$ cat src/flvp_pkg.sv
package flvp_pkg;

    typedef struct packed {
        logic [7:0]  body_byte;
        logic [23:0] body_length;
    } t_in_beat;

    typedef struct packed {
        logic [2:0]  status;
        logic [3:0]  frame_kind;
        logic [3:0]  codec_code;
        logic [7:0]  packet_kind;
        logic [23:0] composition_offset;
        logic [7:0]  record_version;
        logic [7:0]  profile_code;
        logic [7:0]  compat_flags;
        logic [7:0]  level_code;
        logic [2:0]  prefix_size_found;
        logic [22:0] unit_count;
    } t_out_beat;

    typedef struct packed {
        logic [3:0] avc_codec_value;
        logic [3:0] hevc_codec_value;
        logic [2:0] nalu_prefix_bytes;
    } t_cfg;

    typedef enum logic [3:0] {
        PH_IDLE    = 4'd0,
        PH_PKT     = 4'd1,
        PH_COMP    = 4'd2,
        PH_REC     = 4'd3,
        PH_SETCNT  = 4'd4,
        PH_LENHI   = 4'd5,
        PH_LENLO   = 4'd6,
        PH_SKIP    = 4'd7,
        PH_NPREFIX = 4'd8,
        PH_NSKIP   = 4'd9,
        PH_DRAIN   = 4'd10
    } t_phase;

    localparam logic [2:0] ST_OK         = 3'd0;
    localparam logic [2:0] ST_BAD_LENSZ  = 3'd1;
    localparam logic [2:0] ST_NALU_LONG  = 3'd2;
    localparam logic [2:0] ST_PREFIX_UNK = 3'd3;
    localparam logic [2:0] ST_TRUNC      = 3'd4;

    localparam logic [1:0] CFG_AVC    = 2'd0;
    localparam logic [1:0] CFG_HEVC   = 2'd1;
    localparam logic [1:0] CFG_PREFIX = 2'd2;

    localparam logic [3:0] AVC_RESET    = 4'd7;
    localparam logic [3:0] HEVC_RESET   = 4'd12;
    localparam logic [2:0] PREFIX_RESET = 3'd4;

endpackage

$ cat src/flvp_fifo.sv
module flvp_fifo #(
    parameter int WIDTH = 32
) (
    input  logic             i_clk,
    input  logic             i_rst_n,
    input  logic             i_wr,
    input  logic [WIDTH-1:0] i_data,
    output logic             o_full,
    input  logic             i_rd,
    output logic [WIDTH-1:0] o_data,
    output logic             o_empty
);
    logic [WIDTH-1:0] r_mem [2];
    logic             r_wp;
    logic             r_rp;
    logic [1:0]       r_cnt;
    logic             w_wr;
    logic             w_rd;

    assign o_full  = (r_cnt == 2'd2);
    assign o_empty = (r_cnt == 2'd0);
    assign o_data  = r_mem[r_rp];
    assign w_wr    = i_wr && !o_full;
    assign w_rd    = i_rd && !o_empty;

    always_ff @(posedge i_clk) begin
        if (!i_rst_n) begin
            r_wp  <= 1'b0;
            r_rp  <= 1'b0;
            r_cnt <= 2'd0;
        end else begin
            if (w_wr) r_wp <= !r_wp;
            if (w_rd) r_rp <= !r_rp;
            r_cnt <= r_cnt + {1'b0, w_wr} - {1'b0, w_rd};
        end
    end

    always_ff @(posedge i_clk) begin
        if (w_wr) r_mem[r_wp] <= i_data;
    end
endmodule

$ cat src/flvp_parser.sv
module flvp_parser #(
    parameter int LENGTH_BITS = 24
) (
    input  logic              i_clk,
    input  logic              i_rst_n,
    input  flvp_pkg::t_cfg    i_cfg,
    input  logic              i_valid,
    input  flvp_pkg::t_in_beat i_beat,
    output logic              o_take,
    input  logic              i_out_full,
    output logic              o_push,
    output flvp_pkg::t_out_beat o_res
);
    localparam int WW = 26;

    flvp_pkg::t_phase r_phase, n_phase;
    logic [23:0] r_seen, n_seen, r_total, n_total, r_skip, n_skip;
    logic [7:0]  r_set, n_set;
    logic [31:0] r_pshift, n_pshift;
    logic [WW-1:0] r_walk, n_walk;
    logic [22:0] r_units, n_units;
    logic [7:0]  r_ver, n_ver, r_prof, n_prof, r_compat, n_compat, r_level, n_level;
    logic [2:0]  r_found, n_found, r_err, n_err, r_upl, n_upl;
    logic [3:0]  r_frame, n_frame, r_codec, n_codec;
    logic [7:0]  r_packet, n_packet;
    logic [23:0] r_comp, n_comp;
    logic [1:0]  r_stage, n_stage;
    logic        r_nalu, n_nalu;

    logic [7:0]  b;
    logic [23:0] pos, spare, len_m, v16, s24;
    logic [7:0]  s8, cnt;
    logic [31:0] ps;
    logic [2:0]  fnd;
    logic        w_final;

    assign b = i_beat.body_byte;
    assign len_m = i_beat.body_length
        & ((24'd1 << LENGTH_BITS) - 24'd1);

    always_comb begin
        n_phase = r_phase; n_seen = r_seen; n_total = r_total; n_skip = r_skip;
        n_set = r_set; n_pshift = r_pshift; n_walk = r_walk; n_units = r_units;
        n_ver = r_ver; n_prof = r_prof; n_compat = r_compat; n_level = r_level;
        n_found = r_found; n_err = r_err; n_upl = r_upl; n_frame = r_frame;
        n_codec = r_codec; n_packet = r_packet; n_comp = r_comp;
        n_stage = r_stage; n_nalu = r_nalu;
        pos = r_seen;
        spare = r_total - 24'd5;
        v16 = '0; s24 = '0; s8 = '0; cnt = '0; ps = '0; fnd = '0;
        case (r_phase)
            flvp_pkg::PH_IDLE: begin
                pos = '0;
                n_total = (len_m == 24'd0) ? 24'd1 : len_m;
                n_frame = b[7:4]; n_codec = b[3:0];
                n_packet = '0; n_comp = '0; n_ver = '0; n_prof = '0;
                n_compat = '0; n_level = '0; n_found = '0; n_units = '0;
                n_err = flvp_pkg::ST_OK; n_nalu = 1'b0; n_stage = '0;
                n_upl = '0; n_set = '0; n_skip = '0; n_pshift = '0; n_walk = '0;
                n_phase = (b[3:0] == i_cfg.avc_codec_value
                           || b[3:0] == i_cfg.hevc_codec_value)
                          ? flvp_pkg::PH_PKT : flvp_pkg::PH_DRAIN;
            end
            flvp_pkg::PH_PKT: begin
                n_packet = b;
                n_phase = flvp_pkg::PH_COMP;
            end
            flvp_pkg::PH_COMP: begin
                if (pos == 24'd2) n_comp[23:16] = b;
                if (pos == 24'd3) n_comp[15:8] = b;
                if (pos == 24'd4) begin
                    n_comp[7:0] = b;
                    if (r_packet == 8'd0) begin
                        n_phase = flvp_pkg::PH_REC;
                    end else if (r_packet == 8'd1) begin
                        n_nalu = 1'b1;
                        if (i_cfg.nalu_prefix_bytes != 3'd3
                            && i_cfg.nalu_prefix_bytes != 3'd4) begin
                            n_err = flvp_pkg::ST_PREFIX_UNK;
                            n_phase = flvp_pkg::PH_DRAIN;
                        end else begin
                            n_upl = i_cfg.nalu_prefix_bytes;
                            n_walk = '0;
                            if (spare > 24'd4) begin
                                n_phase = flvp_pkg::PH_NPREFIX;
                                n_set = {5'd0, i_cfg.nalu_prefix_bytes};
                                n_pshift = '0;
                            end else begin
                                n_phase = flvp_pkg::PH_DRAIN;
                            end
                        end
                    end else begin
                        n_phase = flvp_pkg::PH_DRAIN;
                    end
                end
            end
            flvp_pkg::PH_REC: begin
                if (pos == 24'd5) n_ver = b;
                else if (pos == 24'd6) n_prof = b;
                else if (pos == 24'd7) n_compat = b;
                else if (pos == 24'd8) n_level = b;
                else begin
                    fnd = {1'b0, b[1:0]} + 3'd1;
                    n_found = fnd;
                    if (fnd != 3'd3 && fnd != 3'd4) begin
                        n_err = flvp_pkg::ST_BAD_LENSZ;
                        n_phase = flvp_pkg::PH_DRAIN;
                    end else begin
                        n_stage = (r_codec == i_cfg.hevc_codec_value) ? 2'd0 : 2'd1;
                        n_phase = flvp_pkg::PH_SETCNT;
                    end
                end
            end
            flvp_pkg::PH_SETCNT: begin
                cnt = (r_stage < 2'd2) ? {3'd0, b[4:0]} : b;
                n_set = cnt;
                if (cnt != 8'd0) n_phase = flvp_pkg::PH_LENHI;
                else if (r_stage >= 2'd2) n_phase = flvp_pkg::PH_DRAIN;
                else begin
                    n_stage = r_stage + 2'd1;
                    n_phase = flvp_pkg::PH_SETCNT;
                end
            end
            flvp_pkg::PH_LENHI: begin
                n_skip = {8'd0, b, 8'd0};
                n_phase = flvp_pkg::PH_LENLO;
            end
            flvp_pkg::PH_LENLO, flvp_pkg::PH_SKIP: begin
                v16 = {8'd0, r_skip[15:8], b};
                s24 = (r_phase == flvp_pkg::PH_SKIP) ? r_skip - 24'd1 : v16;
                n_skip = s24;
                if (r_phase == flvp_pkg::PH_LENLO) n_phase = flvp_pkg::PH_SKIP;
                if (s24 == 24'd0) begin
                    // entry finished
                    s8 = r_set - 8'd1;
                    n_set = s8;
                    if (s8 != 8'd0) n_phase = flvp_pkg::PH_LENHI;
                    else if (r_stage >= 2'd2) n_phase = flvp_pkg::PH_DRAIN;
                    else begin
                        n_stage = r_stage + 2'd1;
                        n_phase = flvp_pkg::PH_SETCNT;
                    end
                end
            end
            flvp_pkg::PH_NPREFIX: begin
                ps = {r_pshift[23:0], b};
                s8 = r_set - 8'd1;
                n_pshift = ps;
                n_set = s8;
                if (s8 == 8'd0) begin
                    if (ps >= {8'd0, spare}) begin
                        n_err = flvp_pkg::ST_NALU_LONG;
                        n_phase = flvp_pkg::PH_DRAIN;
                    end else begin
                        n_units = r_units + 23'd1;
                        n_walk = r_walk + {2'd0, ps[23:0]} + {{(WW-3){1'b0}}, r_upl};
                        if (n_walk + 26'd4 < {2'd0, spare}) begin
                            if (ps == 32'd0) begin
                                n_phase = flvp_pkg::PH_NPREFIX;
                                n_set = {5'd0, r_upl};
                                n_pshift = '0;
                            end else begin
                                n_skip = ps[23:0];
                                n_phase = flvp_pkg::PH_NSKIP;
                            end
                        end else begin
                            n_phase = flvp_pkg::PH_DRAIN;
                        end
                    end
                end
            end
            flvp_pkg::PH_NSKIP: begin
                s24 = r_skip - 24'd1;
                n_skip = s24;
                if (s24 == 24'd0) begin
                    n_phase = flvp_pkg::PH_NPREFIX;
                    n_set = {5'd0, r_upl};
                    n_pshift = '0;
                end
            end
            default: ;
        endcase
        n_seen = pos + 24'd1;
    end

    assign w_final = (n_seen >= n_total);
    // only the final byte of a body needs room in the result queue
    assign o_take  = i_valid && !(i_out_full && w_final);
    assign o_push  = o_take && w_final;

    always_comb begin
        o_res.status = n_err;
        if (n_err == flvp_pkg::ST_OK && n_phase != flvp_pkg::PH_DRAIN
            && n_phase != flvp_pkg::PH_NSKIP && n_phase != flvp_pkg::PH_NPREFIX)
            o_res.status = flvp_pkg::ST_TRUNC;
        o_res.frame_kind         = n_frame;
        o_res.codec_code         = n_codec;
        o_res.packet_kind        = n_packet;
        o_res.composition_offset = n_comp;
        o_res.record_version     = n_ver;
        o_res.profile_code       = n_prof;
        o_res.compat_flags       = n_compat;
        o_res.level_code         = n_level;
        o_res.prefix_size_found  = n_found;
        o_res.unit_count         = n_nalu ? n_units : '0;
    end

    always_ff @(posedge i_clk) begin
        if (!i_rst_n) begin
            r_phase <= flvp_pkg::PH_IDLE;
        end else if (o_take) begin
            r_phase <= w_final ? flvp_pkg::PH_IDLE : n_phase;
        end
    end

    always_ff @(posedge i_clk) begin
        if (o_take) begin
            r_seen <= n_seen; r_total <= n_total; r_skip <= n_skip; r_set <= n_set;
            r_pshift <= n_pshift; r_walk <= n_walk; r_units <= n_units;
            r_ver <= n_ver; r_prof <= n_prof; r_compat <= n_compat;
            r_level <= n_level; r_found <= n_found; r_err <= n_err; r_upl <= n_upl;
            r_frame <= n_frame; r_codec <= n_codec; r_packet <= n_packet;
            r_comp <= n_comp; r_stage <= n_stage; r_nalu <= n_nalu;
        end
    end
endmodule

$ cat src/flv_video_tag_body_parser.sv
// One body byte per cycle, except a final byte waits while the result queue is full;
// the byte walk in the parser sets that sustained rate. The input queue registers
// each byte before the parser takes it; the final byte's take writes the result
// queue, which shows it the cycle after; non-final bytes flow while a result waits.
// Synchronous active-low reset empties both queues, idles the parser and
// restores the codec values 7 and 12 and prefix size 4.
module flv_video_tag_body_parser #(
    parameter int LENGTH_BITS = 24
) (
    input  logic                i_clk,
    input  logic                i_rst_n,
    input  logic                push,
    output logic                full,
    input  flvp_pkg::t_in_beat  i_in_beat,
    output logic                empty,
    input  logic                pop,
    output flvp_pkg::t_out_beat o_out_beat,
    input  logic                i_cfg_we,
    input  logic [1:0]          i_cfg_index,
    input  logic [3:0]          i_cfg_data
);
    flvp_pkg::t_cfg      r_cfg;
    flvp_pkg::t_in_beat  w_beat;
    flvp_pkg::t_out_beat w_res;
    logic w_in_empty, w_take, w_push, w_out_full;

    always_ff @(posedge i_clk) begin
        if (!i_rst_n) begin
            r_cfg.avc_codec_value   <= flvp_pkg::AVC_RESET;
            r_cfg.hevc_codec_value  <= flvp_pkg::HEVC_RESET;
            r_cfg.nalu_prefix_bytes <= flvp_pkg::PREFIX_RESET;
        end else if (i_cfg_we) begin
            case (i_cfg_index)
                flvp_pkg::CFG_AVC:    r_cfg.avc_codec_value   <= i_cfg_data;
                flvp_pkg::CFG_HEVC:   r_cfg.hevc_codec_value  <= i_cfg_data;
                flvp_pkg::CFG_PREFIX: r_cfg.nalu_prefix_bytes <= i_cfg_data[2:0];
                default: ;
            endcase
        end
    end

    flvp_fifo #(.WIDTH($bits(flvp_pkg::t_in_beat))) u_inq (
        .i_clk, .i_rst_n,
        .i_wr(push), .i_data(i_in_beat), .o_full(full),
        .i_rd(w_take), .o_data(w_beat), .o_empty(w_in_empty)
    );

    flvp_parser #(.LENGTH_BITS(LENGTH_BITS)) u_parser (
        .i_clk, .i_rst_n, .i_cfg(r_cfg),
        .i_valid(!w_in_empty), .i_beat(w_beat), .o_take(w_take),
        .i_out_full(w_out_full), .o_push(w_push), .o_res(w_res)
    );

    flvp_fifo #(.WIDTH($bits(flvp_pkg::t_out_beat))) u_outq (
        .i_clk, .i_rst_n,
        .i_wr(w_push), .i_data(w_res), .o_full(w_out_full),
        .i_rd(pop), .o_data(o_out_beat), .o_empty(empty)
    );
endmodule

$ cat config.mk
export PLATFORM = sky130hd
export DESIGN_NAME = flv_video_tag_body_parser
export DESIGN_NICKNAME = d
export VERILOG_FILES = /design/src/flvp_pkg.sv /design/src/flvp_fifo.sv /design/src/flvp_parser.sv /design/src/flv_video_tag_body_parser.sv
export SDC_FILE = /design/constraint.sdc
export NUM_CORES = 1
export LEC_CHECK = 0
export BUFFER_PORTS_ARGS = -buffer_cell sky130_fd_sc_hd__buf_2
export CAP_MARGIN = 20
export CORE_AREA = 2 2 299 301
export CTS_CLUSTER_DIAMETER = 40
export CTS_CLUSTER_SIZE = 8
export DETAILED_ROUTE_END_ITERATION = 7
export DIE_AREA = 0 0 301 303
export GPL_TIMING_DRIVEN = 0
export PLACE_DENSITY = 0.48
export SYNTH_ARGS = -nofsm -noshare
export SYNTH_HDL_FRONTEND = slang
export SYNTH_HIERARCHICAL = 1
export SYNTH_SLANG_ARGS = --single-unit
$ cat constraint.sdc
create_clock -name i_clk -period 11.39 [get_ports i_clk]
set_input_delay 0.5695 -clock i_clk [delete_from_list [all_inputs] [get_ports i_clk]]
set_output_delay 0.5695 -clock i_clk [all_outputs]
set_load 0.03 [all_outputs]
==> flow_summary.toml, run 1 <==
[cts]
post_cts.resized_instances = 0
post_cts_clock_slew_at_the_launch_and_capture_registers_of_the_worst_setup_and_hold_paths_ps = 50
cts-root-to-sink-buffers = 3
clk_latency_ps = 660
htree_levels = 3
post_cts.repair.setup_buffers = 0
tritoncts_num_sinks = 528
cts_tree = "yes"
cts_buffers = 96
ctsHoldBuffers = 0
cts-root-buf = "sky130_fd_sc_hd__clkbuf_16"

[global_route]
wire_length_of_the_first_global_routing_pass_um = 119000
grt_antenna_before_repair = 2
global_route.overflow_total = 0
global_route.usage.total_pct = 17.1
grt_pass1_vias = 20000
grt_max_degree = 84

[setup_path]
worstSetupStartpointType = "register"
critical_path_required_ps = 11750
r2r_end = "u_parser/r_skip[18]"
reg2reg_slack_ps = 2570
worst_setup_path_end_kind = "register"
worst-r2r-cell-count = 27
cp-endpoint = "u_parser/r_skip[18]"
critical_path_arrival_ps = 9180
cp_max_fo = 17
setup.worst_path.class = "reg -> reg"

[sta]
count_of_final_max_slew_check_failures = 0
finalClockSkew_ps = 49.1
timing.final.setup_violations = 0
grt_setup_unrepaired = "false"
timing.slew.headroom_pct = 29.5
final_period_minus_worst_setup_slack_ps = 8820
final.setup.tns_ps = 0
post-route-period-util_pct = 77.5
max_freq_mhz = 113
worstMarginPinSlew_ps = 1050
finalWorstSetupSlack_ps = 2570
final_report_hold_violation_count = 0
worst_hold_slack_ps = 107

[final_layout]
diodes = 0
mostFrequentLayoutCell = "sky130_fd_sc_hd__edfxtp_1"
layout.area.seq_um2 = 15600
num-nets-final = 2774
fill_cells = 8461
layout.cells.most_common_list = "503 x sky130_fd_sc_hd__edfxtp_1, 185 x sky130_fd_sc_hd__nor2_1, 148 x sky130_fd_sc_hd__buf_2, 143 x sky130_fd_sc_hd__nand2_1, 134 x sky130_fd_sc_hd__ha_1"
multi_input_area_um2 = 12200
area_growth_pct = 19.4
ratio_of_cells_with_drive_above_1_in_the_final_layout_pct = 18.6
stdcell_area_um2 = 34300

[routing]
routed_via_density = 5.24
drt.antenna.violating_nets = 0
drc_errors = 0
routed_length_per_instance_um = 20.8
detail_route.wirelength_um = 79300
dr.pass1.iters = 5
drt_iter0_markers = 1244
vias = 20100

[placement]
gp_congestion = 0.871
port-buffer-count = 145
place.detailed.hpwl_um = 57800
post-place-ws_ps = 2670
postPlaceCellArea_um2 = 31200

[job]
timing.max_cap.violations = 0

[synth]
yosys_warnings = 6
syn_area_um2 = 28800
yosys_most_used_dff = "sky130_fd_sc_hd__edfxtp_1"
synth.ff_latch_count = 528
sequential_element_share_of_the_synthesized_area_pct = 54.3
avgSynthCellArea_um2 = 12.3
synth_nets = 2521
synthesis.instances = 2340
synthArstFlopShare_pct = 0
netlist-cell-type-count = 103
synth_edf_count = 503

[floorplanning]
die_width_um = 301
chipHeight_um = 303
design.die.area_um2 = 91200
core_area_um2 = 88000
rows = 109
design.portCount = 146
initial_core_util_pct = 32.7

[worst_hold_path]
min_path_type = "in -> reg"
timing.hold.worst_path_depth = 1

[run_status]
result_of_the_run = "finished, final reports clean"
==> logic make-up after synthesis <==
logic type	after synthesis	share of synthesized area (%)
compound gates	467	11.0
fa+ha+maj	138	6.11
xor+xnor	118	3.65
mux	173	8.18
buf+inv	183	3.36
simple gates	733	13.5
flops	528	54.3
==> worst max-delay path, stage by stage, from the launching register on <==
cell and delay [ps]:
sky130_fd_sc_hd__dfxtp_1 300, sky130_fd_sc_hd__buf_6 140, sky130_fd_sc_hd__buf_12 150, sky130_fd_sc_hd__mux2_4 300, sky130_fd_sc_hd__clkbuf_8 230, sky130_fd_sc_hd__clkinv_1 600
sky130_fd_sc_hd__fa_1 790, sky130_fd_sc_hd__inv_1 50, sky130_fd_sc_hd__ha_1 270, sky130_fd_sc_hd__fa_1 440, sky130_fd_sc_hd__a211oi_2 410, sky130_fd_sc_hd__nor2_4 80
sky130_fd_sc_hd__xnor2_2 190, sky130_fd_sc_hd__or4b_4 590, sky130_fd_sc_hd__and4bb_4 360, sky130_fd_sc_hd__nand4b_4 160, sky130_fd_sc_hd__or3_2 450, sky130_fd_sc_hd__xor2_1 170
sky130_fd_sc_hd__ha_1 300, sky130_fd_sc_hd__a21o_1 180, sky130_fd_sc_hd__a21o_1 180, sky130_fd_sc_hd__a211o_1 310, sky130_fd_sc_hd__nor4_1 230, sky130_fd_sc_hd__a21oi_1 200
sky130_fd_sc_hd__nor2_1 240, sky130_fd_sc_hd__o211ai_1 230, sky130_fd_sc_hd__a311oi_4 710, sky130_fd_sc_hd__buf_16 230
==> state kept, by name (all words and copies together), names as in the netlist, 3 cells and up, named ones only <==
| name | cells |
|---|---|
| u_outq/r_mem | 202 |
| u_inq/r_mem | 64 |
| u_parser/r_walk | 26 |
| u_parser/r_comp | 24 |
| u_parser/r_pshift | 24 |
| u_parser/r_seen | 24 |
| u_parser/r_skip | 24 |
| u_parser/r_total | 24 |
| u_parser/r_units | 23 |
| r_cfg | 11 |
| u_parser/r_compat | 8 |
| u_parser/r_level | 8 |
| u_parser/r_packet | 8 |
| u_parser/r_prof | 8 |
| u_parser/r_set | 8 |
| u_parser/r_ver | 8 |
| u_parser/r_codec | 4 |
| u_parser/r_frame | 4 |
| u_parser/r_phase | 4 |
| u_parser/r_err | 3 |
| u_parser/r_found | 3 |
| u_parser/r_upl | 3 |
==> synth_stat cells, types with 8 or more instances <==
cell	number	area, µm²
sky130_fd_sc_hd__a211o_1	12	105
sky130_fd_sc_hd__a211oi_1	17	128
sky130_fd_sc_hd__a21o_1	30	225
sky130_fd_sc_hd__a21oi_1	87	435
sky130_fd_sc_hd__a22o_1	52	455
sky130_fd_sc_hd__a311oi_1	11	96.3
sky130_fd_sc_hd__a31oi_1	12	75.1
sky130_fd_sc_hd__and2_1	51	319
sky130_fd_sc_hd__and3_1	21	131
sky130_fd_sc_hd__and4_1	12	105
sky130_fd_sc_hd__buf_1	9	33.8
sky130_fd_sc_hd__buf_12	12	240
sky130_fd_sc_hd__clkbuf_1	66	248
sky130_fd_sc_hd__dfxtp_1	25	500
sky130_fd_sc_hd__edfxtp_1	503	15100
sky130_fd_sc_hd__ha_1	134	1680
sky130_fd_sc_hd__inv_1	80	300
sky130_fd_sc_hd__mux2_2	15	169
sky130_fd_sc_hd__mux2_4	120	1800
sky130_fd_sc_hd__mux2i_1	38	380
sky130_fd_sc_hd__nand2_1	143	537
sky130_fd_sc_hd__nand2b_1	22	138
sky130_fd_sc_hd__nand3_1	72	360
sky130_fd_sc_hd__nand3b_1	12	90.1
sky130_fd_sc_hd__nand4_1	33	206
sky130_fd_sc_hd__nor2_1	188	706
sky130_fd_sc_hd__nor2b_1	17	106
sky130_fd_sc_hd__nor3_1	42	210
sky130_fd_sc_hd__nor4_1	43	269
sky130_fd_sc_hd__o2111ai_1	8	70.1
sky130_fd_sc_hd__o211ai_1	16	120
sky130_fd_sc_hd__o21a_1	19	143
sky130_fd_sc_hd__o21ai_0	122	611
sky130_fd_sc_hd__o22ai_1	10	62.6
sky130_fd_sc_hd__o31ai_1	13	97.6
sky130_fd_sc_hd__or3_1	20	125
sky130_fd_sc_hd__xnor2_1	50	438
sky130_fd_sc_hd__xor2_1	66	578
==> stage by stage <==
stage               utilization [%]  std cells
floorplan                         -       2340
global placement               35.2       3650
detailed placement             35.4       3659
CTS                            39.0       3823
global route                   39.0       3824
finish                         39.0       3824
==> area by class of cell <==
type | count | area share, %
plain buffers | 100 | 1.91
clock buffers | 123 | 7.54
clock inverters | 41 | 1.57
inverters | 83 | 0.930
multi-input cells | 1629 | 35.6
flip-flops and latches | 528 | 45.5
well taps | 1165 | 4.25
repair buffers | 155 | 2.71
==> worst min-delay path by stage <==
stage	from	endpoint	slack, ps
after floorplan	r_cfg[10]	r_cfg[10]	450
after global placement	r_cfg[10]	r_cfg[10]	460
after detailed placement	r_cfg[10]	r_cfg[10]	480
after CTS	i_in_beat[9]	u_inq/r_mem[1][9]	60
after global routing	i_in_beat[9]	u_inq/r_mem[0][9]	70
final	i_in_beat[7]	u_inq/r_mem[0][7]	110
==> routing by layer <==
metal  part of all wire, %  routed length [µm]  vias up  global-route usage (%)
met5                 0.018                  14        -                       0
met4                   3.0                2370        2                    6.02
met3                   5.5                4370      159                    3.26
met2                    46               36800      595                    27.6
met1                    45               35800     9846                    22.9
li1                      -                   -     9453                       -
Power of run 1 is left out: the tool's default activity adds up to more than one toggle a clock period on the data nets, which glitch-free logic cannot reach.
==> run 2: changes to the inputs <==
==> constraint.sdc (replaced) <==
create_clock -name i_clk -period 8.7 [get_ports i_clk]
set_input_delay 0.435 -clock i_clk [delete_from_list [all_inputs] [get_ports i_clk]]
set_output_delay 0.435 -clock i_clk [all_outputs]
set_load 0.03 [all_outputs]
==> run 2 against run 1 <==
  * Setup slack got worse by 2100 ps
  * Clock-buffer cell count decreased by 7
  * Register-to-register slack got worse by 2100 ps
  * Flip-flop and latch count unchanged
  * Cell area up 0.90%
  * Non-clock buffer count rose by 34
  * Cell count rose by 0.68%
  * Via count up 0.11%
  * Clock skew down 16 ps
  * Highest routed layer is now met4
==> flow_summary.toml, run 2 (synthesis results as in run 1) <==
[run_status]
result_of_the_run = "finished, final reports clean"

[floorplanning]
die_width_um = 301
design.portCount = 146
core_area_um2 = 88000
rows = 109
chipHeight_um = 303
initial_core_util_pct = 32.7
design.die.area_um2 = 91200

[final_layout]
layout.cells.most_common_list = "503 x sky130_fd_sc_hd__edfxtp_1, 184 x sky130_fd_sc_hd__nor2_1, 148 x sky130_fd_sc_hd__buf_2, 143 x sky130_fd_sc_hd__nand2_1, 134 x sky130_fd_sc_hd__ha_1"
fin_cells = 3850
layout.area.seq_um2 = 15600
fill_cells = 8379
area_growth_pct = 20.5
num-nets-final = 2806
reg_top3 = "u_outq/r_mem: 202 flops, u_inq/r_mem: 64 flops, u_parser/r_walk: 26 flops"
largest_register_ff_count = 202
multi_input_area_um2 = 12200
top_register = "u_outq/r_mem"
ratio_of_cells_with_drive_above_1_in_the_final_layout_pct = 18.7
mostFrequentLayoutCell = "sky130_fd_sc_hd__edfxtp_1"

[global_route]
grt_pass1_vias = 20100
global_route.overflow_total = 0
grt_antenna_before_repair = 0
wire_length_of_the_first_global_routing_pass_um = 121000
grt_max_degree = 85
global_route.usage.total_pct = 17.2

[setup_path]
worst-r2r-cell-count = 28
cp_slowest_stage_delay_ps = 650
critical_path_s_slowest_cell = "sky130_fd_sc_hd__fa_1"
path_depth = 28
cp_max_fo = 11
critical_path_arrival_ps = 8540
worst_setup_path_end_kind = "register"
crit_family = "simple AND/OR/NAND/NOR gates"
setup.worst_path.class = "reg -> reg"
worstSetupStartpointType = "register"
critical_path_required_ps = 9050
cp.buffers_inverters = 5

[routing]
dr.pass1.iters = 5
wl_met3_um = 3710
drt.antenna.violating_nets = 0
m1WireLength_um = 36100
vias = 20100
detail_route.wirelength_um = 79200
drc_errors = 0
routed_length_per_instance_um = 20.6
drt_iter0_markers = 1187
met2WireLength_um = 37500
routed_via_density = 5.22
topRoutingLayerUsed = "met4"

[sta]
final_period_minus_worst_setup_slack_ps = 8190
timing.slew.headroom_pct = 34.1
worstMarginPinSlew_ps = 979
count_of_final_max_slew_check_failures = 0
timing.final.setup_violations = 0
grt_setup_unrepaired = "false"
final_report_hold_violation_count = 0
finalClockSkew_ps = 33.0
max_freq_mhz = 122
post-route-period-util_pct = 94.2
finalWorstSetupSlack_ps = 506

[cts]
cts_buffers = 94
cts-root-to-sink-buffers = 3
tritoncts_num_sinks = 528
htree_levels = 3
clk_latency_ps = 650
post_cts_clock_slew_at_the_launch_and_capture_registers_of_the_worst_setup_and_hold_paths_ps = 50
cts_tree = "yes"
cts-root-buf = "sky130_fd_sc_hd__clkbuf_16"

[worst_hold_path]
timing.hold.worst_path_depth = 3
min_path_type = "in -> reg"

[placement]
place.detailed.hpwl_um = 57800
port-buffer-count = 145
dp_cells = 3659
gp_congestion = 0.890
post-place-ws_ps = -24.1

[job]
timing.max_cap.violations = 0
-- run 2: cell types whose count changed in the layout (fill, tap and decap cells not counted), moves of 3 or more --
cell and change:
sky130_fd_sc_hd__clkbuf_1 -6, sky130_fd_sc_hd__clkinv_1 -8, sky130_fd_sc_hd__bufinv_16 +4, sky130_fd_sc_hd__clkbuf_16 -4
sky130_fd_sc_hd__clkinv_4 -3, sky130_fd_sc_hd__dlygate4sd3_1 +32, sky130_fd_sc_hd__diode_2 +3, sky130_fd_sc_hd__clkinvlp_4 +4
sky130_fd_sc_hd__clkbuf_8 +3
-- run 2: routing by layer --
layer / up-vias / GRT usage, %
li1: 9504 / -
met1: 9942 / 23.4
met2: 521 / 28.4
met3: 111 / 2.62
met4: 0 / 5.20
met5: - / 0
-- run 2: worst paths after layout --
| kind | start | to | slack [ps] |
|---|---|---|---|
| worst min-delay path | i_cfg_data[3] | r_cfg[10] | 80 |
| worst max-delay path | register | u_parser/r_set[1] | 510 |
| worst max register to register | register | u_parser/r_set[1] | 510 |
| worst min register to register | r_cfg[10] | r_cfg[10] | 480 |
-- run 2: layout make-up --
type / instances / area share, %
well taps: 1165 / 4.21
flip-flops and latches: 528 / 45.1
multi-input cells: 1629 / 35.3
inverters: 83 / 0.918
clock inverters: 37 / 1.75
diodes: 3 / 0.0217
plain buffers: 100 / 1.89
repair buffers: 189 / 3.58
clock buffers: 116 / 7.24
-- run 2: worst reg2reg max path, delay by kind of cell (launching register included) --
family / cells / cell delay (ps)
XOR/XNOR: 2 / 400
multiplexers: 1 / 280
buffers and inverters: 5 / 900
AO/OA/AOI/OAI: 8 / 1910
AND/OR/NAND/NOR: 8 / 2450
adder cells (fa/ha/maj): 4 / 1670
flip-flops: 1 / 300
-- run 2: stage by stage --
| step | area (µm²) | utilization, % | setup TNS (ps) | hold slack, ps |
|---|---|---|---|---|
| 6_report | 34600 | 39.4 | 0 | 80.6 |
| 3_5_place_dp | 31200 | 35.4 | -377 | 476 |
| 3_3_place_gp | 30900 | 35.2 | -859140 | 461 |
| 2_1_floorplan | 28800 | - | 0 | 446 |
| 5_1_grt | 34600 | 39.4 | 0 | 69.2 |
| 4_1_cts | 34600 | 39.3 | 0 | 45.3 |
-- run 2: timing repair --
action	CTS	global route
hold buffers	32	0
pin swaps	0	1
endpoints found under the hold margin	64	0
setup buffers	0	2
gates resized for setup	1	2
setup endpoints to repair	17	19
Power of run 2 is left out for the same reason.
